==> src/rtl/mig_pkg.sv <==
// ----------------------------------------------------------------------------
// mig_pkg
// shared types, constants and saturation helper of the matrix inverter
// ----------------------------------------------------------------------------
package mig_pkg;

    localparam int DATA_W      = 32;
    localparam int MAX_DIM_DEF = 8;
    localparam int SIZE_W      = 4;
    localparam int SIZE_RESET  = 8;

    typedef logic signed [DATA_W-1:0] t_word;

    localparam t_word Q_ONE    = 32'sh0001_0000;
    localparam t_word WORD_MAX = 32'sh7FFF_FFFF;
    localparam t_word WORD_MIN = 32'sh8000_0000;

    // clamp a 49-bit signed sum to the signed 32-bit range
    function automatic t_word sat_q(input logic signed [48:0] v);
        t_word r;
        if (!v[48] && (v[47:31] != '0)) begin
            r = WORD_MAX;
        end else if (v[48] && (v[47:31] != '1)) begin
            r = WORD_MIN;
        end else begin
            r = v[31:0];
        end
        return r;
    endfunction

endpackage

==> src/rtl/mig_ram.sv <==
// ----------------------------------------------------------------------------
// mig_ram
// synchronous ram, one write port and two registered read ports
// ----------------------------------------------------------------------------
module mig_ram #(
    parameter int ADDR_W = 7
) (
    input  logic                i_clk,
    input  logic                i_we,
    input  logic [ADDR_W-1:0]   i_waddr,
    input  mig_pkg::t_word      i_wdata,
    input  logic [ADDR_W-1:0]   i_raddr_a,
    input  logic [ADDR_W-1:0]   i_raddr_b,
    output mig_pkg::t_word      o_rdata_a,
    output mig_pkg::t_word      o_rdata_b
);
    import mig_pkg::*;

    localparam int DEPTH = 2 ** ADDR_W;

    t_word r_mem [DEPTH];
    t_word r_rdata_a;
    t_word r_rdata_b;

    always_ff @(posedge i_clk) begin
        if (i_we) begin
            r_mem[i_waddr] <= i_wdata;
        end
        r_rdata_a <= r_mem[i_raddr_a];
        r_rdata_b <= r_mem[i_raddr_b];
    end

    assign o_rdata_a = r_rdata_a;
    assign o_rdata_b = r_rdata_b;

endmodule

==> config.mk <==
export PLATFORM = sky130hd
export DESIGN_NAME = mig_ram
export DESIGN_NICKNAME = d
export VERILOG_FILES = /design/src/rtl/mig_pkg.sv /design/src/rtl/mig_ram.sv
export SDC_FILE = /design/constraint.sdc
export NUM_CORES = 2
export LEC_CHECK = 0
export BUFFER_PORTS_ARGS = -buffer_cell sky130_fd_sc_hd__buf_4
export CELL_PAD_IN_SITES_DETAIL_PLACEMENT = 2
export CELL_PAD_IN_SITES_GLOBAL_PLACEMENT = 2
export CORE_MARGIN = 1.5
export CORE_UTILIZATION = 45
export DETAILED_ROUTE_END_ITERATION = 6
export PLACE_DENSITY_LB_ADDON = 0.1
export SLEW_MARGIN = 10
export SYNTH_ARGS = -nofsm -noshare
export SYNTH_HDL_FRONTEND = slang
export SYNTH_SLANG_ARGS = --single-unit
export TNS_END_PERCENT = 50
==> constraint.sdc <==
create_clock -name i_clk -period 11.49 [get_ports i_clk]
set_input_delay 1.149 -clock i_clk [delete_from_list [all_inputs] [get_ports i_clk]]
set_output_delay 1.149 -clock i_clk [all_outputs]
set_load 0.02 [all_outputs]
Word level (Yosys, flattened, before mapping)
Memory sizes are Yosys's and may differ from the RTL's. A register that Yosys moved wholly into a read port is not among the register bits.
Cells that the tools add are included.
{"block": "op_classes", "eq_ne": 0, "div": 0, "n_mux": 2, "n_addsub": 0, "magnitude_cmp": 0, "shifts": 0, "n_reduce_logical": 0, "n_mul": 0, "bitwise_logic": 0}
{"op": "1-bit 2-to-1 mux", "n": 2}
{"block": "word_totals", "output_inout_bits": 64, "regBits": 0, "latchBits": 0, "ram_bits": 4096, "mem_bits_ro": 0, "memories": 1, "in_bits": 55, "word_cells": 3}
{"name": "r_mem", "depth": 128, "word_bits": 32, "read_ports": 2, "rd_ports_with_merged_regs": 2, "wr": 1, "line_no": "mig_ram.sv:21", "source": "t_word r_mem [DEPTH];"}

Longest topological paths before layout
{"block": "depth", "ltp_word": 2, "ltp_mapped": 8, "mapped_depth_nobuf": 4}

Worst setup path after synthesis
OpenSTA, ideal clock, no wires.
{"block": "synth_path", "kind": "input-to-reg", "start": "input port i_we", "end": "memory r_mem[98][0] in the netlist's numbering (enable)", "cell_stages": 3, "setup_ns": 0.461, "required_time_ns": 11.029, "setup_slack_ns": 7.102, "t_arrival_ns": 3.927, "n_path_buf": 1, "path_cell_list": "clkbuf_1 > nand4_1 > nor3_1"}
{"block": "synth_between", "elab_chain_cells": 2}
{"element": "start: declaration", "line_no": "mig_ram.sv:9", "source": "input logic i_we,"}
{"element": "1-bit 2-to-1 mux", "line_no": "mig_ram.sv:26", "source": "if (i_we) begin"}
{"element": "1-bit 2-to-1 mux (not written as such)", "line_no": "mig_ram.sv:27", "source": "r_mem[i_waddr] <= i_wdata;"}
{"element": "end: declaration", "line_no": "mig_ram.sv:21"}
No other way between the ends.

==> metrics <==
status finished clean; startpoint type of the worst setup path input port; leakage 64.3 nW; synthesized area between 0.15 and 0.2 mm^2; first-pass GRT wire length 914 mm; Gate Count Post-Synth between 7000 and 8000; Synthesis Warnings 0; Num CTS Buffers about 460; placed cell count 12980; die height approximately 650 um; IO Pins 119; Final Skew 0.0332 ns; Logic pwr share 8.2%; CTS root buf clkbuf_16; layout cells sized above 1 approximately 47%; Hold Crit Class input port to register; crit path time final approximately 4.7 ns; grt ovf 0; final period utilization about two fifths; VDD IR max 136 uV; Netlist cell types 17; most common cell after layout, fill and taps aside edfxtp_1; sequential element share of the synthesized area 65.8%; All-Layer GR Usage a little under a third; Clock Sinks around 4200; final setup margin 6.74 ns; sw power 8.10 mW; Placed Area 0.198 mm^2; RSZ-0062 raised after global routing no; Tightest Pin Transition 1.25 ns; reg-to-reg setup timing slack 8.62 ns; final net count 7996; First-pass DRT Iterations 5; syn nets 7756; Worst EP arrival 5.64 ns; hold slack 0.515 ns; number of synthesized register bits about 4200; Slew headroom 16.6%; Critical Path RT 12.38 ns; post-layout util between 50% and 60%; hold_sp i_raddr_a[5]; Finished Layout Cells around 14000; Initial Util 45.2%; Max Cap Violations 0; Fin Setup TNS 0 ns; pin count of the biggest net entering global routing 122; Layout area overhead 12.5%; pwr dens 162 mW/mm^2; core area 0.417 mm^2; setup repair bufs after CTS 0; Wirelength per Cell just under 50 um; worst setup path start i_raddr_b[2]; pre-CTS worst setup slack 5.67 ns; DRT iter0 DRCs 14588; total wire length 675 mm; Critical Path Fanout Max 67; Die X 651 um; most frequent cells in the layout edfxtp_1 (4096), mux4_2 (2688), clkbuf_16 (462); initial antenna violation count 68; Clock power frac 42.7%; Final setup viols 0; CTS resizes 0; IO Port Bufs 118; final instance area 0.212 mm^2; Mean Syn Cell Area 24.5 um^2; max frequency 211 MHz; worst flop-to-flop path startpoint r_mem[21][26]$_DFFE_PP_; vias per inst a little over 7; Pint 26.4 mW; hold depth 2; maximum buffer depth of the clock tree 4; number of routed nets with antenna violations 0; CP Class input port to register; vias in the first global route 104473; cells on worst reg2reg path 4; count of pins over their slew limit 0; drc violations 0; TritonCTS clock tree yes; Placer Congestion 0.805; row count approximately 240; crit end category register; Sw Ratio a little under a quarter; clk slew on worst S/H paths 0.06 ns; Hold Vio Cnt, Final 0; Vias 100043; clk_lat worst skew about 1.0 ns; die area 0.423 mm^2; part of the power in registers 49.1%; htree depth 5; Post-CTS Hold Buffers 0; power consumption 34.5 mW; DP HPWL 381 mm
## path summary, 6_finish.rpt
kind / endpoint
min reg2reg: o_rdata_b[25]$_DFF_P_
max: o_rdata_b[2]$_DFF_P_
min: o_rdata_a[23]$_DFF_P_
max reg2reg: o_rdata_b[26]$_DFF_P_
## layout make-up
class,count,area (um^2)
Timing Repair Buffer,401,3470
Clock buffer,581,12200
Tap cell,5497,6880
Antenna cell,41,103
Multi-Input combinational cell,2922,62900
Fill cell,34090,205000
Clock inverter,258,2540
Sequential cell,4160,124000
## cells in the mapped netlist
master    number  area, um^2
edfxtp_1    4096      123000
mux4_2      2688       60500
clkbuf_1     365        1370
buf_1        132         495
nor2_1       122         458
buf_2        103         515
dfxtp_1       64        1280
mux2_2        64         721
buf_4         17         128
nand2_1       14        52.6
nand3_1       12        60.1
nor3_1         9        45.0
nor2b_1        7        43.8
nand4_1        3        18.8
buf_6          2        22.5
nand2b_1       2        12.5
or3_1          1        6.26
## cell families (layout without fill, tap and decap cells)
kind of cell	Yosys count	count (layout)	share of synthesized area, %
buf+inv	619	1240	1.34
flops	4160	4160	65.8
mux	2752	2752	32.5
other cells	0	41	0
simple gates	170	170	0.369
## state kept, by name, indices dropped and copies added (netlist names)
signal	flops
r_mem	4096
o_rdata_a	32
o_rdata_b	32
## per-layer routing
metal	vias up	global-route usage (%)	wire, um	part of all wire (%)
met2	5616	51.3	329000	49
met5	-	0	148	0.022
li1	35919	-	-	-
met1	57451	44.1	261000	39
met4	22	11.2	27400	4.1
met3	1035	5.87	57500	8.5
## power by group through the flow
stage / clock (mW) / combinational (mW) / sequential [mW]
floorplan: 0 / 1.58 / 17.2
global placement: 0 / 2.79 / 17.2
detailed placement: 0 / 2.83 / 17.2
CTS: 14.9 / 2.84 / 16.9
global route: 15.4 / 2.95 / 16.9
finish: 14.7 / 2.84 / 16.9
## critical path, stage by stage
cell and delay [ns]:
buf_8 0.48, buf_4 0.73, buf_4 0.99, mux4_2 0.44, mux4_2 0.59, mux4_2 0.66, mux2_2 0.32
No activity file was read; power rests on OpenSTA's default activity.
