**config.mk**
```make
export PLATFORM = sky130hd
export DESIGN_NAME = mig_div
export DESIGN_NICKNAME = d
export VERILOG_FILES = /design/src/rtl/mig_pkg.sv /design/src/rtl/mig_div.sv
export SDC_FILE = /design/constraint.sdc
export NUM_CORES = 1
export LEC_CHECK = 0
export ABC_AREA = 1
export ABC_CLOCK_PERIOD_IN_PS = 11100
export BUFFER_PORTS_ARGS = -buffer_cell sky130_fd_sc_hd__buf_2
export CORE_ASPECT_RATIO = 1.2
export CORE_MARGIN = 4
export CORE_UTILIZATION = 30
export DETAILED_ROUTE_END_ITERATION = 8
export PLACE_DENSITY = 0.53
export SLEW_MARGIN = 20
export SYNTH_ARGS = -nofsm -noshare
export SYNTH_HDL_FRONTEND = slang
export SYNTH_SLANG_ARGS = --single-unit
export TNS_END_PERCENT = 50
```
**constraint.sdc**
```tcl
create_clock -name i_clk -period 11.1 [get_ports i_clk]
set_clock_uncertainty 0.05 [all_clocks]
set_input_delay 2.22 -clock i_clk [delete_from_list [all_inputs] [get_ports i_clk]]
set_output_delay 2.22 -clock i_clk [all_outputs]
set_load 0.01 [all_outputs]
```
**src/rtl/mig_pkg.sv**
```systemverilog
// ----------------------------------------------------------------------------
// mig_pkg
// shared types, constants and saturation helper of the matrix inverter
// ----------------------------------------------------------------------------
package mig_pkg;

    localparam int DATA_W      = 32;
    localparam int MAX_DIM_DEF = 8;
    localparam int SIZE_W      = 4;
    localparam int SIZE_RESET  = 8;

    typedef logic signed [DATA_W-1:0] t_word;

    localparam t_word Q_ONE    = 32'sh0001_0000;
    localparam t_word WORD_MAX = 32'sh7FFF_FFFF;
    localparam t_word WORD_MIN = 32'sh8000_0000;

    // clamp a 49-bit signed sum to the signed 32-bit range
    function automatic t_word sat_q(input logic signed [48:0] v);
        t_word r;
        if (!v[48] && (v[47:31] != '0)) begin
            r = WORD_MAX;
        end else if (v[48] && (v[47:31] != '1)) begin
            r = WORD_MIN;
        end else begin
            r = v[31:0];
        end
        return r;
    endfunction

endpackage

```
**src/rtl/mig_div.sv**
```systemverilog
// ----------------------------------------------------------------------------
// mig_div
// bit-serial q16.16 divider, (num * 65536) / den truncated and saturated
// ----------------------------------------------------------------------------
module mig_div (
    input  logic            i_clk,
    input  logic            i_rst_n,
    input  logic            i_start,
    input  mig_pkg::t_word  i_num,
    input  mig_pkg::t_word  i_den,
    output logic            o_done,
    output mig_pkg::t_word  o_quot
);
    import mig_pkg::*;

    localparam int NUM_W = DATA_W + 16;
    localparam int CNT_W = $clog2(NUM_W);

    logic               r_busy;
    logic               r_done;
    logic [CNT_W-1:0]   r_cnt;
    logic [NUM_W-1:0]   r_num;
    logic [NUM_W-1:0]   r_quo;
    logic [DATA_W-1:0]  r_rem;
    logic [DATA_W-1:0]  r_den;
    logic               r_neg;

    logic [DATA_W-1:0]  w_num_abs;
    logic [DATA_W-1:0]  w_den_abs;
    logic [DATA_W:0]    w_rem_sh;
    logic [DATA_W+1:0]  w_trial;
    logic               w_fit;

    assign w_num_abs = i_num[DATA_W-1] ? (~i_num + 1'b1) : i_num;
    assign w_den_abs = i_den[DATA_W-1] ? (~i_den + 1'b1) : i_den;
    assign w_rem_sh  = {r_rem, r_num[NUM_W-1]};
    assign w_trial   = {1'b0, w_rem_sh} - {2'b00, r_den};
    assign w_fit     = !w_trial[DATA_W+1];

    always_ff @(posedge i_clk) begin
        if (!i_rst_n) begin
            r_busy <= 1'b0;
            r_done <= 1'b0;
            r_cnt  <= '0;
        end else begin
            r_done <= 1'b0;
            if (i_start) begin
                r_busy <= 1'b1;
                r_cnt  <= '0;
                r_num  <= {w_num_abs, 16'h0000};
                r_den  <= w_den_abs;
                r_rem  <= '0;
                r_quo  <= '0;
                r_neg  <= i_num[DATA_W-1] ^ i_den[DATA_W-1];
            end else if (r_busy) begin
                r_num <= {r_num[NUM_W-2:0], 1'b0};
                r_quo <= {r_quo[NUM_W-2:0], w_fit};
                r_rem <= w_fit ? w_trial[DATA_W-1:0] : w_rem_sh[DATA_W-1:0];
                r_cnt <= r_cnt + 1'b1;
                if (r_cnt == CNT_W'(NUM_W - 1)) begin
                    r_busy <= 1'b0;
                    r_done <= 1'b1;
                end
            end
        end
    end

    // sign and clamp the magnitude quotient
    always_comb begin
        if (!r_neg) begin
            o_quot = (r_quo[NUM_W-1:DATA_W-1] != '0) ? WORD_MAX : r_quo[DATA_W-1:0];
        end else if ((r_quo[NUM_W-1:DATA_W] != '0) ||
                     (r_quo[DATA_W-1] && (r_quo[DATA_W-2:0] != '0))) begin
            o_quot = WORD_MIN;
        end else begin
            o_quot = ~r_quo[DATA_W-1:0] + 1'b1;
        end
    end

    assign o_done = r_done;

endmodule
```
---- Yosys cells after proc, flatten, opt, wreduce, memory -nomap -nowiden ----
Cells that the tools add are included.
word-level totals
  word-level logic and storage cells ...... 47
  input bits .............................. 67
  register bits after elaboration ......... 168
  output and inout bits ................... 33
operators by class
  mux-type cells .......................... 14
  reductions and logical operators ........ 11
  add/sub/neg operators ................... 5
  equality and inequality tests ........... 1
  bitwise logic cells ..................... 6
operators by type and width
  kind                                                              count
  32-bit 2-to-1 mux                                                 6
  48-bit 2-to-1 mux                                                 3
  32-bit by 1-bit adder with 32-bit output (second input constant)  3
  32-bit NOT                                                        3
  33-bit by 32-bit subtractor with 34-bit output                    1
  31-bit 2-to-1 mux                                                 1
  31-bit nonzero test                                               1
  17-bit nonzero test                                               1
  16-bit nonzero test                                               1
  6-bit by 1-bit adder with 6-bit output (second input constant)    1
  6-bit equality test (second input constant)                       1
  1-bit 2-to-1 mux                                                  4
  2-bit AND reduction                                               2
  3-bit OR reduction                                                1
  1-bit NOT                                                         2
  2-bit nonzero test                                                1
  2-bit OR reduction                                                1
  1-bit logical AND                                                 1
  1-bit zero test                                                   1
  1-bit logical OR                                                  1
  1-bit XOR                                                         1

---- Longest topological paths before layout ----
Gate-level depths: netlist of run 1.
  word-level depth ........................ 5
  gate-level depth with buffers ........... 16
  gate-level depth less buffers ........... 16

---- Worst setup path after synthesis of run 1 ----
Ideal clock, no wire load.
  kind .................................... input port to flip-flop
  start ................................... input port i_start
  end ..................................... register r_num[16], enable pin
  cell stages on the path ................. 3
  data arrival time ....................... 4.934 ns
  data required time ...................... 10.575 ns
  path buffers ............................ 1
  slack ................................... 5.641 ns
  library setup time ...................... 0.475 ns
  cell sequence ........................... clkbuf_1 > nand2_1 > nand2_1
between the ends
  word-level cells in the longest chain between the ends .. 2
RTL lines
  item                                  RTL line       source
  from (decl)                           mig_div.sv:8   input logic i_start,
  2-bit nonzero test (no source line)   --
  2-bit AND reduction (no source line)  --
  to (signal assigned)                  mig_div.sv:50  r_num <= {w_num_abs, 16'h0000};
  to (signal assigned)                  mig_div.sv:56  r_num <= {r_num[NUM_W-2:0], 1'b0};
  to (decl)                             mig_div.sv:22  logic [NUM_W-1:0] r_num;
No other way between the ends.
A chain may end at the register's enable or synchronous reset.

---- Worst setup path in the final report of run 1 ----
  start ................................... register r_quo[0]
  end ..................................... output port o_quot[6]
between the ends
  word-level cells in the longest chain between the ends .. 5
  elaborated cells on any way between the ends .. 7
  classes of those cells .................. 1 x add/sub; 2 x mux; 1 x bitwise; 3 x reduce/logical
RTL lines
  item                                                                                              RTL line       source
  from (decl)                                                                                       mig_div.sv:23  logic [NUM_W-1:0] r_quo;
  from (signal assigned)                                                                            mig_div.sv:57  r_quo <= {r_quo[NUM_W-2:0], w_fit};
  parallel branches: the longest is 3 deep, another holds 32-bit by 1-bit adder with 32-bit output  --
  32-bit 2-to-1 mux (*)                                                                             mig_div.sv:72  end else if ((r_quo[NUM_W-1:DATA_W] != '0) ||
  32-bit 2-to-1 mux (*)                                                                             mig_div.sv:70  if (!r_neg) begin
  to (decl)                                                                                         mig_div.sv:12  output mig_pkg::t_word o_quot
Mark *: on every way between the ends.

==> results of run 1 <==
-- worst max-delay path, delay by kind of cell, from the launching register on --
kind            cells  cell delay [ns]
fa+ha+maj           1             0.24
simple gates        4             1.19
compound gates      2             0.65
buf+inv             2             0.31
flops               1             0.39
-- through the flow --
step	power, W	instances
floorplan	0.00116	1618
global placement	0.00130	2164
detailed placement	0.00130	2164
CTS	0.00193	2196
global route	0.00203	2196
finish	0.00191	2196
-- area by class of cell --
type,instances,area (um2)
Tap cell,480,601
Inverter,281,1060
Fill cell,4040,24900
Clock buffer,17,425
Timing Repair Buffer,103,526
Multi-Input combinational cell,1147,5790
Sequential cell,153,4510
Clock inverter,15,186
-- metal layers --
metal / global-route usage, % / part of all wire (%) / up-vias
met2: 24.5 / 48 / 208
met3: 2.32 / 3.7 / 47
li1: - / - / 5283
met4: 5.61 / 2.8 / 0
met5: 0 / 0 / -
met1: 17.6 / 46 / 4588
-- final timing paths --
path,start,endpoint,slack (ns),cells after the start
worst max-delay path,r_quo[0],o_quot[6],5.61,9
worst min-delay path,r_cnt[5],r_cnt[5],0.45,2
worst min register to register,r_cnt[5],r_cnt[5],0.45,2
worst max register to register,r_num[47],r_rem[28],8.28,16
-- cells by family (layout without fill, tap and decap cells) --
| logic type | Yosys count | in the layout |
|---|---|---|
| DFF | 153 | 153 |
| adders and majority gates | 37 | 37 |
| buffers and inverters | 318 | 416 |
| xor gates and xnor gates | 91 | 91 |
| AOI/OAI and AO/OA | 136 | 136 |
| and+or+nand+nor | 883 | 883 |
-- power breakdown --
group / internal [W] / switching (W) / leakage [nW]
Clock: 0.000358 / 0.000264 / 0.290
Sequential: 0.000709 / 0.0000299 / 1.48
Combinational: 0.000184 / 0.000366 / 4.49
-- registers in the layout (all words and copies together) (netlist names) --
register,flops
r_quo,48
r_den,32
r_num,32
r_rem,32
r_cnt,6
o_done,1
r_busy,1
r_neg,1
-- cells in the mapped netlist, types with 2 or more instances --
master                     count  area (um2)
sky130_fd_sc_hd__a21oi_1      19        95.1
sky130_fd_sc_hd__or2_2         5        31.3
sky130_fd_sc_hd__buf_6         5        56.3
sky130_fd_sc_hd__nor2_1      222         833
sky130_fd_sc_hd__a31oi_1       9        56.3
sky130_fd_sc_hd__nor3_2        2        20.0
sky130_fd_sc_hd__and3_1        2        12.5
sky130_fd_sc_hd__nand4_1      25         156
sky130_fd_sc_hd__nor3b_1       2        15.0
sky130_fd_sc_hd__inv_1       278        1040
sky130_fd_sc_hd__nand3_2       2        20.0
sky130_fd_sc_hd__xor2_1       78         683
sky130_fd_sc_hd__xnor2_1      13         114
sky130_fd_sc_hd__edfxtp_1    145        4350
sky130_fd_sc_hd__nor2_4        2        22.5
sky130_fd_sc_hd__a21oi_2       2        17.5
sky130_fd_sc_hd__nand2_2       6        37.5
sky130_fd_sc_hd__nor2_2       15        93.8
sky130_fd_sc_hd__buf_2         2        10.0
sky130_fd_sc_hd__nand3_1      90         450
sky130_fd_sc_hd__o211ai_1      2        15.0
sky130_fd_sc_hd__dfxtp_1       8         160
sky130_fd_sc_hd__nor3_1       18        90.1
sky130_fd_sc_hd__nand2_1     455        1710
sky130_fd_sc_hd__o21ai_1      17        85.1
sky130_fd_sc_hd__nand3b_1     22         165
sky130_fd_sc_hd__buf_1         5        18.8
sky130_fd_sc_hd__and2_1        5        31.3
sky130_fd_sc_hd__o21ai_0      82         410
sky130_fd_sc_hd__clkbuf_1     24        90.1
sky130_fd_sc_hd__nor4_1        4        25.0
sky130_fd_sc_hd__ha_1         36         450
==> results.json, run 1 <==
{
  "cts.path.max_buffers": 2,
  "finalHoldViolations": 0,
  "layout_commonest_cell": "sky130_fd_sc_hd__nand2_1",
  "detailedRoute.firstPassIterationCount": 7,
  "combinational_family_with_the_most_area_after_synthesis": "simple AND/OR/NAND/NOR gates",
  "detailed_place_hpwl_um": 22800,
  "detailed_place.area_mm2": 0.0125,
  "grt_pass1_wl_um": 48500,
  "grt_start_max_net_pins": 71,
  "criticalPathCategory": "flip-flop to output port",
  "initial_standard_cell_utilization_of_the_core_pct": 30.4,
  "slew_viol_final": 0,
  "timing.critical_path.cells": "inv_1, ha_1, nand2_1, nor3_4, nand2_2, o21ai_2, nand3_1, o21ai_0, buf_2",
  "outcome": "finished clean",
  "finalWirelength_um": 29800,
  "min_delay_worst_type": "flip-flop to flip-flop",
  "seq_area_frac_synth_pct": 39.1,
  "power.density_cell_area_mw_per_mm2": 146,
  "relSlewSlack_pct": 35.1,
  "post-route-min-period_ns": 5.49,
  "crit_path_end_kind": "output port",
  "synth_adder_area_share_pct": 4.07,
  "critical-path-slowest-cell": "sky130_fd_sc_hd__nand3_1",
  "yosys.area_share.xor_xnor_pct": 6.90,
  "final_layout_size_suffix_gt1_share_pct": 10.3,
  "critPathArrivalTime_ns": 3.22,
  "gr-usage-all-layers_pct": 14.1,
  "hold_buffers": 0,
  "post_synth_mux_area_share_pct": 0,
  "drt_first_iter_violations": 644,
  "routed_via_density": 4.61,
  "p_leak_nw": 6.26,
  "vias_in_the_first_global_route": 9840,
  "yosys.area_share.simple_pct": 32.8,
  "ys_warn_count": 0,
  "ir_drop_mv": 0.110,
  "place_ws_ns": 6.10,
  "portBuffers": 99,
  "synth_compound_gate_area_share_pct": 6.22,
  "post_drt_wl_per_cell_um": 13.6,
  "fp.dieW_um": 187,
  "yosys.cell_types.count": 48,
  "rsz0062_at_grt": "no",
  "clkLatencyLatePin_ns": 0.45,
  "antenna-diode-count": 0,
  "setup-violations-final": 0,
  "critical-path-max-stage-delay_ns": 0.68,
  "post_synth_edffs": 145,
  "clock_sinks": 153,
  "post_cts_setup_buffers": 0,
  "floorplan.die_area_mm2": 0.0417,
  "design.core.area_mm2": 0.0380,
  "synth_nets": 1722,
  "grt_overflow_total": 0,
  "placement_rows": 78,
  "floorplan.io_pins": 100,
  "yosys_most_used_dff": "sky130_fd_sc_hd__edfxtp_1",
  "mappedNetlistArea_mm2": 0.0115,
  "final_cell_area_mm2": 0.0131,
  "tritoncts": "yes",
  "ys_seq_elements": 153,
  "worst-slew-pin-transition_ns": 0.971,
  "final.hold.worst_slack_ns": 0.451,
  "finalNetCount": 1807,
  "finalCritPeriodShare_pct": 49.4,
  "cap_viol_max_count": 0,
  "route.detailed.drc": 0,
  "start_kind": "flip-flop",
  "flow.area_growth_from_synthesis_pct": 13.4,
  "clockRootBuffer": "sky130_fd_sc_hd__clkbuf_16",
  "timing.setup.tns_ns": 0,
  "antenna_violating_nets_post_route": 0,
  "final_critical_path_setup_slack_ns": 5.61,
  "deepest_level_of_the_cts_h_tree": 4,
  "most-common-layout-cells": "sky130_fd_sc_hd__nand2_1, sky130_fd_sc_hd__inv_1, sky130_fd_sc_hd__nor2_1",
  "postLayoutCoreUtil_pct": 34.5,
  "crit_required_ns": 8.83,
  "fmaxAchievable_mhz": 182,
  "synthCells": 1618,
  "synth-async-reset-ratio_pct": 0,
  "crit_path_max_fanout": 29,
  "die_y_um": 223,
  "cts.clk_slew.worst_paths_ns": 0.07,
  "num_vias": 10100,
  "synth_area_per_cell_um2": 7.14,
  "initial_antenna_violation_count": 0,
  "place_congestion": 0.887,
  "ctsResizeCount": 0,
  "cts_made_buffers": 17
}
Note: power is estimated with default switching activity, not from simulation.
==> run 2: changes to the inputs <==
Settings changed: ABC_AREA 1 to 0, ABC_CLOCK_PERIOD_IN_PS 11100 to 4900, PLACE_DENSITY 0.53 to 0.55.
Clock period 11.1 ns to 4.9 ns, I/O delays scaled along.
==> results.json, run 2 <==
{
  "outcome": "finished clean",
  "initial_antenna_violation_count": 0,
  "postLayoutCoreUtil_pct": 35.0,
  "setup-violations-final": 0,
  "slew_viol_final": 0,
  "most-common-layout-cells": "sky130_fd_sc_hd__edfxtp_1, sky130_fd_sc_hd__nand2_1, sky130_fd_sc_hd__buf_2",
  "yosys.cell_types.count": 77,
  "finalNonFillerCells": 1590,
  "tritoncts": "yes",
  "final_layout_size_suffix_gt1_share_pct": 15.6,
  "final.hold.worst_slack_ns": 0.445,
  "top_post_synthesis_cells_by_count": "sky130_fd_sc_hd__edfxtp_1, sky130_fd_sc_hd__nand2_1, sky130_fd_sc_hd__nor2_1",
  "clockRootBuffer": "sky130_fd_sc_hd__clkbuf_16",
  "synth_area_leaders": "sky130_fd_sc_hd__edfxtp_1, sky130_fd_sc_hd__ha_1, sky130_fd_sc_hd__a21oi_1, sky130_fd_sc_hd__nand2_1, sky130_fd_sc_hd__xor2_1",
  "floorplan.io_pins": 100,
  "post-route-min-period_ns": 4.63,
  "clkLatencyLatePin_ns": 0.42,
  "detailedRoute.firstPassIterationCount": 5,
  "synthCells": 1044,
  "flow.area_growth_from_synthesis_pct": 15.7,
  "crit_required_ns": 3.87,
  "synth_top_area_share_pct": 43.5,
  "routed_via_density": 5.01,
  "seq_area_frac_synth_pct": 45.1,
  "post_cts_setup_buffers": 0,
  "yosysTopAreaCell": "sky130_fd_sc_hd__edfxtp_1",
  "num_vias": 7961,
  "detailed_place_hpwl_um": 16600,
  "criticalPathCategory": "flip-flop to output port",
  "synth.most_common_cell": "sky130_fd_sc_hd__edfxtp_1",
  "largest_register_ff_count": 48,
  "floorplan.die_area_mm2": 0.0364,
  "initial_standard_cell_utilization_of_the_core_pct": 30.3,
  "critical-path-slowest-cell": "sky130_fd_sc_hd__edfxtp_1",
  "crit_cells": 9,
  "route.detailed.drc": 0,
  "gr-usage-all-layers_pct": 12.8,
  "cap_viol_max_count": 0,
  "synth-async-reset-ratio_pct": 0,
  "clock_sinks": 153,
  "synth_area_per_cell_um2": 9.59,
  "min_delay_worst_type": "flip-flop to flip-flop",
  "antenna-diode-count": 0,
  "die_y_um": 208,
  "timing.critical_path.cells": "nor4_1, nor3b_1, nand4_1, o41ai_1, nand2b_1, inv_1, nand2_2, o311ai_0, buf_2",
  "cp.buffers_inverters": 2,
  "mappedNetlistArea_mm2": 0.0100,
  "place_congestion": 0.841,
  "number_of_cells_on_the_worst_reg_to_reg_path": 11,
  "ctsResizeCount": 0,
  "cts.clk_slew.worst_paths_ns": 0.06,
  "finalCritPeriodShare_pct": 94.4,
  "cts.path.max_buffers": 2,
  "ir_drop_mv": 0.227,
  "worstSetupStartpoint": "r_quo[6]",
  "grt_overflow_total": 0,
  "portBuffers": 99,
  "finalWirelength_um": 23400,
  "start_kind": "flip-flop",
  "drt_first_iter_violations": 469,
  "antenna_violating_nets_post_route": 0,
  "hold_buffers": 0,
  "timing.setup.tns_ns": 0,
  "finalNetCount": 1231,
  "worstSetupEndpoint": "o_quot[7]",
  "cts_made_buffers": 17,
  "critical-path-max-stage-delay_ns": 0.50,
  "reg2reg_to": "r_rem[26]",
  "layout_commonest_cell": "sky130_fd_sc_hd__edfxtp_1",
  "yosys_most_used_dff": "sky130_fd_sc_hd__edfxtp_1",
  "fp.dieW_um": 175,
  "ys_seq_elements": 153,
  "post_synth_edffs": 145,
  "deepest_level_of_the_cts_h_tree": 4,
  "max_flop_register": "r_quo",
  "design.core.area_mm2": 0.0331,
  "post_drt_wl_per_cell_um": 14.7,
  "dp_cells": 1558,
  "ys_warn_count": 0,
  "crit_path_end_kind": "output port",
  "grt_start_max_net_pins": 114,
  "critPathArrivalTime_ns": 3.60,
  "fmaxAchievable_mhz": 216,
  "worst-slew-pin-transition_ns": 0.845,
  "rsz0062_at_grt": "no",
  "crit-reg2reg-launch": "r_num[47]",
  "p_leak_nw": 4.27,
  "vias_in_the_first_global_route": 7738,
  "grt_pass1_wl_um": 39100,
  "reg2reg_slack_ns": 1.15,
  "placement_rows": 73,
  "relSlewSlack_pct": 43.5,
  "power.density_cell_area_mw_per_mm2": 328,
  "finalHoldViolations": 0,
  "synth_nets": 1148,
  "worst_path_dominant_cell_family": "simple AND/OR/NAND/NOR gates",
  "crit_path_max_fanout": 15
}
## run 2: changes by cell type after synthesis, moves of 16 or more
cell                       previous run  this run
sky130_fd_sc_hd__o31ai_1              1        22
sky130_fd_sc_hd__nand3b_1            22         6
sky130_fd_sc_hd__nor2_1             222        98
sky130_fd_sc_hd__a21oi_1             19        87
sky130_fd_sc_hd__nand2_1            455       111
sky130_fd_sc_hd__xnor2_1             13        38
sky130_fd_sc_hd__inv_1              278        53
sky130_fd_sc_hd__xor2_1              78        47
sky130_fd_sc_hd__o21ai_0             82        53
sky130_fd_sc_hd__nand3_1             90        19
sky130_fd_sc_hd__nor2b_1              0        47
sky130_fd_sc_hd__o311ai_0             0        16
## run 2: where the power goes
group          switching, W  leakage [nW]  internal (W)
sequential        0.0000586          1.46       0.00157
clock              0.000533         0.281      0.000754
combinational      0.000540          2.53      0.000351
total               0.00113          4.27       0.00267
## run 2: metrics by stage
step | cell area [um2] | worst slack, ns | power (W)
floorplan | 10000 | 0.341 | 0.00228
global placement | 11000 | 0.730 | 0.00254
detailed placement | 11000 | 0.615 | 0.00254
CTS | 11600 | 0.144 | 0.00385
global route | 11600 | 0.0580 | 0.00404
finish | 11600 | 0.274 | 0.00380
## run 2: per-layer routing
| layer | track usage, % | routed length, um |
|---|---|---|
| met1 | 16.5 | 10600 |
| met2 | 22.1 | 11700 |
| met3 | 2.33 | 862 |
| met4 | 3.39 | 263 |
| met5 | 0 | 0 |
## run 2: worst min-delay path by stage
| stage | startpoint | end | slack, ns | depth (start not counted) |
|---|---|---|---|---|
| finish | r_cnt[5] | r_cnt[5] | 0.44 | 2 |
| global route | r_cnt[4] | o_done | 0.48 | 1 |
| CTS | r_cnt[5] | r_cnt[5] | 0.45 | 2 |
| detailed placement | r_cnt[5] | r_cnt[5] | 0.44 | 2 |
| global placement | r_cnt[5] | r_cnt[5] | 0.43 | 2 |
| floorplan | r_cnt[5] | r_cnt[5] | 0.41 | 2 |
## run 2: logic make-up (layout without fill, tap and decap cells)
group | Yosys count | in the layout | share of synthesized area [%]
muxes | 7 | 7 | 0.762
buffers and inverters | 99 | 195 | 3.89
xor gates and xnor gates | 85 | 85 | 7.44
AOI/OAI and AO/OA | 269 | 269 | 18.0
adders and majority gates | 37 | 37 | 4.70
DFF | 153 | 153 | 45.1
and+or+nand+nor | 394 | 394 | 20.1
## run 2: cell type report
cell class | instances | area [um2]
inverters | 54 | 203
fillers | 3465 | 21500
well taps | 450 | 563
repair buffers | 109 | 598
multi-input cells | 792 | 5120
clock buffers | 25 | 528
clock inverters | 7 | 51.3
flip-flops and latches | 153 | 4510
## run 2: tightest hold or removal path: stages (launching register included)
cell and delay (ns):
sky130_fd_sc_hd__dfxtp_1 0.32, sky130_fd_sc_hd__o21ai_0 0.07, sky130_fd_sc_hd__a21oi_1 0.06
==> run 3: changes to the inputs <==
Settings changed: BUFFER_PORTS_ARGS -buffer_cell sky130_fd_sc_hd__buf_2 to -buffer_cell sky130_fd_sc_hd__buf_4, GPL_ROUTABILITY_DRIVEN set to 0.
==> results.json, run 3 (synthesis gave the netlist of run 2 again) <==
{
  "fp.dieW_um": 175,
  "worstHoldEndpoint": "r_cnt[5]",
  "max_flop_register": "r_quo",
  "clkLatencyLatePin_ns": 0.42,
  "initial_standard_cell_utilization_of_the_core_pct": 30.3,
  "outcome": "finished clean",
  "deepest_level_of_the_cts_h_tree": 4,
  "crit-reg2reg-launch": "r_num[47]",
  "initial_antenna_violation_count": 0,
  "largest_register_ff_count": 48,
  "num_vias": 7896,
  "power.density_cell_area_mw_per_mm2": 326,
  "final.hold.worst_slack_ns": 0.441,
  "worst-slew-pin-transition_ns": 0.904,
  "worst_path_dominant_cell_family": "simple AND/OR/NAND/NOR gates",
  "critical-path-max-stage-delay_ns": 0.48,
  "grt_start_max_net_pins": 83,
  "postLayoutCoreUtil_pct": 35.8,
  "detailedRoute.firstPassIterationCount": 4,
  "critical-path-slowest-cell": "sky130_fd_sc_hd__nor2_1",
  "flow.area_growth_from_synthesis_pct": 18.1,
  "fillers": 3428,
  "crit_required_ns": 3.87,
  "crit_path_end_kind": "output port",
  "finalCritPeriodShare_pct": 92.9,
  "grt_overflow_total": 0,
  "placement_rows": 73,
  "antenna-diode-count": 0,
  "cts.path.max_buffers": 2,
  "layout_commonest_cell": "sky130_fd_sc_hd__edfxtp_1",
  "critPathArrivalTime_ns": 3.52,
  "gr-usage-all-layers_pct": 12.7,
  "portBuffers": 99,
  "final_cell_area_mm2": 0.0118,
  "slew_viol_final": 0,
  "criticalPathCategory": "flip-flop to output port",
  "post_drt_wl_per_cell_um": 14.7,
  "die_y_um": 208,
  "drt_first_iter_violations": 417,
  "vias_in_the_first_global_route": 7914,
  "grt_busiest_layer": "met2",
  "detailed_place.area_mm2": 0.0112,
  "p_leak_nw": 4.36,
  "floorplan.die_area_mm2": 0.0364,
  "cts_made_buffers": 17,
  "route.detailed.drc": 0,
  "antenna_violating_nets_post_route": 0,
  "final_critical_path_setup_slack_ns": 0.349,
  "timing.setup.tns_ns": 0,
  "finalWirelength_um": 23300,
  "cap_viol_max_count": 0,
  "reg2reg_to": "r_rem[30]",
  "post-route-min-period_ns": 4.55,
  "ir_drop_mv": 0.194,
  "multi_input_area_mm2": 0.00512,
  "clockRootBuffer": "sky130_fd_sc_hd__clkbuf_16",
  "design.core.area_mm2": 0.0331,
  "most-common-layout-cells": "sky130_fd_sc_hd__edfxtp_1, sky130_fd_sc_hd__nand2_1, sky130_fd_sc_hd__buf_4",
  "floorplan.io_pins": 100,
  "post_cts_setup_buffers": 0,
  "finalHoldViolations": 0,
  "tritoncts": "yes",
  "routed_via_density": 4.97,
  "min_delay_worst_type": "flip-flop to flip-flop",
  "place_ws_ns": 0.658,
  "cp.buffers_inverters": 1,
  "ctsResizeCount": 0,
  "finalNetCount": 1229,
  "detailed_place_hpwl_um": 16500,
  "grtUsageMet2_pct": 21.8,
  "timing.critical_path.cells": "or2_1, nor4_2, nand4_1, o41ai_1, nand2b_1, nor2_1, a21oi_1, o21ai_0, buf_4",
  "final_layout_size_suffix_gt1_share_pct": 15.6,
  "fmaxAchievable_mhz": 220,
  "min-delay-start": "r_cnt[5]",
  "setup-violations-final": 0,
  "grt_pass1_wl_um": 38900,
  "number_of_cells_on_the_worst_reg_to_reg_path": 11,
  "relSlewSlack_pct": 39.8,
  "clock_sinks": 153,
  "hold_buffers": 0,
  "layout.area.seq_mm2": 0.00451,
  "global_route.usage.met3_pct": 2.34,
  "hold_path_depth": 2,
  "reg2reg_slack_ns": 1.25,
  "crit_path_max_fanout": 9,
  "cts.clk_slew.worst_paths_ns": 0.07,
  "rsz0062_at_grt": "no",
  "grt.met1_usage_pct": 16.2,
  "start_kind": "flip-flop"
}
==> run 3: final cells by class <==
class                           count  area share [%]
Sequential cell                   153            38.2
Clock buffer                       17            3.60
Clock inverter                     15            1.40
Tap cell                          450            4.76
Timing Repair Buffer              107            7.01
Inverter                           54            1.71
Multi-Input combinational cell    792            43.3
==> run 3: stage by stage <==
stage / power, W / cells
after floorplan: 0.00228 / 1044
after global placement: 0.00256 / 1556
after detailed placement: 0.00257 / 1556
after CTS: 0.00391 / 1588
after global routing: 0.00409 / 1588
final: 0.00386 / 1588
==> run 3: worst register-to-register path, stage by stage (launching register included) <==
cell                       delay (ns)
sky130_fd_sc_hd__edfxtp_1        0.44
sky130_fd_sc_hd__inv_1           0.09
sky130_fd_sc_hd__ha_1            0.16
sky130_fd_sc_hd__inv_1           0.05
sky130_fd_sc_hd__fa_1            0.39
sky130_fd_sc_hd__a21o_1          0.22
sky130_fd_sc_hd__a311o_1         0.39
sky130_fd_sc_hd__a211oi_1        0.39
sky130_fd_sc_hd__o21ai_0         0.31
sky130_fd_sc_hd__a41oi_1         0.44
sky130_fd_sc_hd__o31ai_1         0.15
sky130_fd_sc_hd__o311ai_0        0.37
==> run 3: per-layer routing <==
metal / share of wire, % / wire length [um] / vias to the layer above
li1: - / - / 4001
met1: 46 / 10700 / 3715
met2: 49 / 11300 / 153
met3: 3.4 / 793 / 27
met4: 2.0 / 464 / 0
met5: 0 / 0 / -
==> run 3: how the worst max path moves through the flow <==
stage	from	endpoint	slack, ns	depth (start not counted)
floorplan	i_start	r_num[16]	0.34	3
global placement	r_quo[11]	o_quot[7]	0.70	9
detailed placement	r_quo[14]	o_quot[8]	0.66	9
CTS	r_quo[11]	o_quot[8]	0.18	9
global route	r_quo[6]	o_quot[6]	0.11	9
finish	r_quo[14]	o_quot[6]	0.35	9
==> run 3: power breakdown <==
part	internal, W	switching (W)	total, W
Clock	0.000761	0.000558	0.00132
Sequential	0.00157	0.0000572	0.00162
Combinational	0.000378	0.000538	0.000916
Total	0.00270	0.00115	0.00386
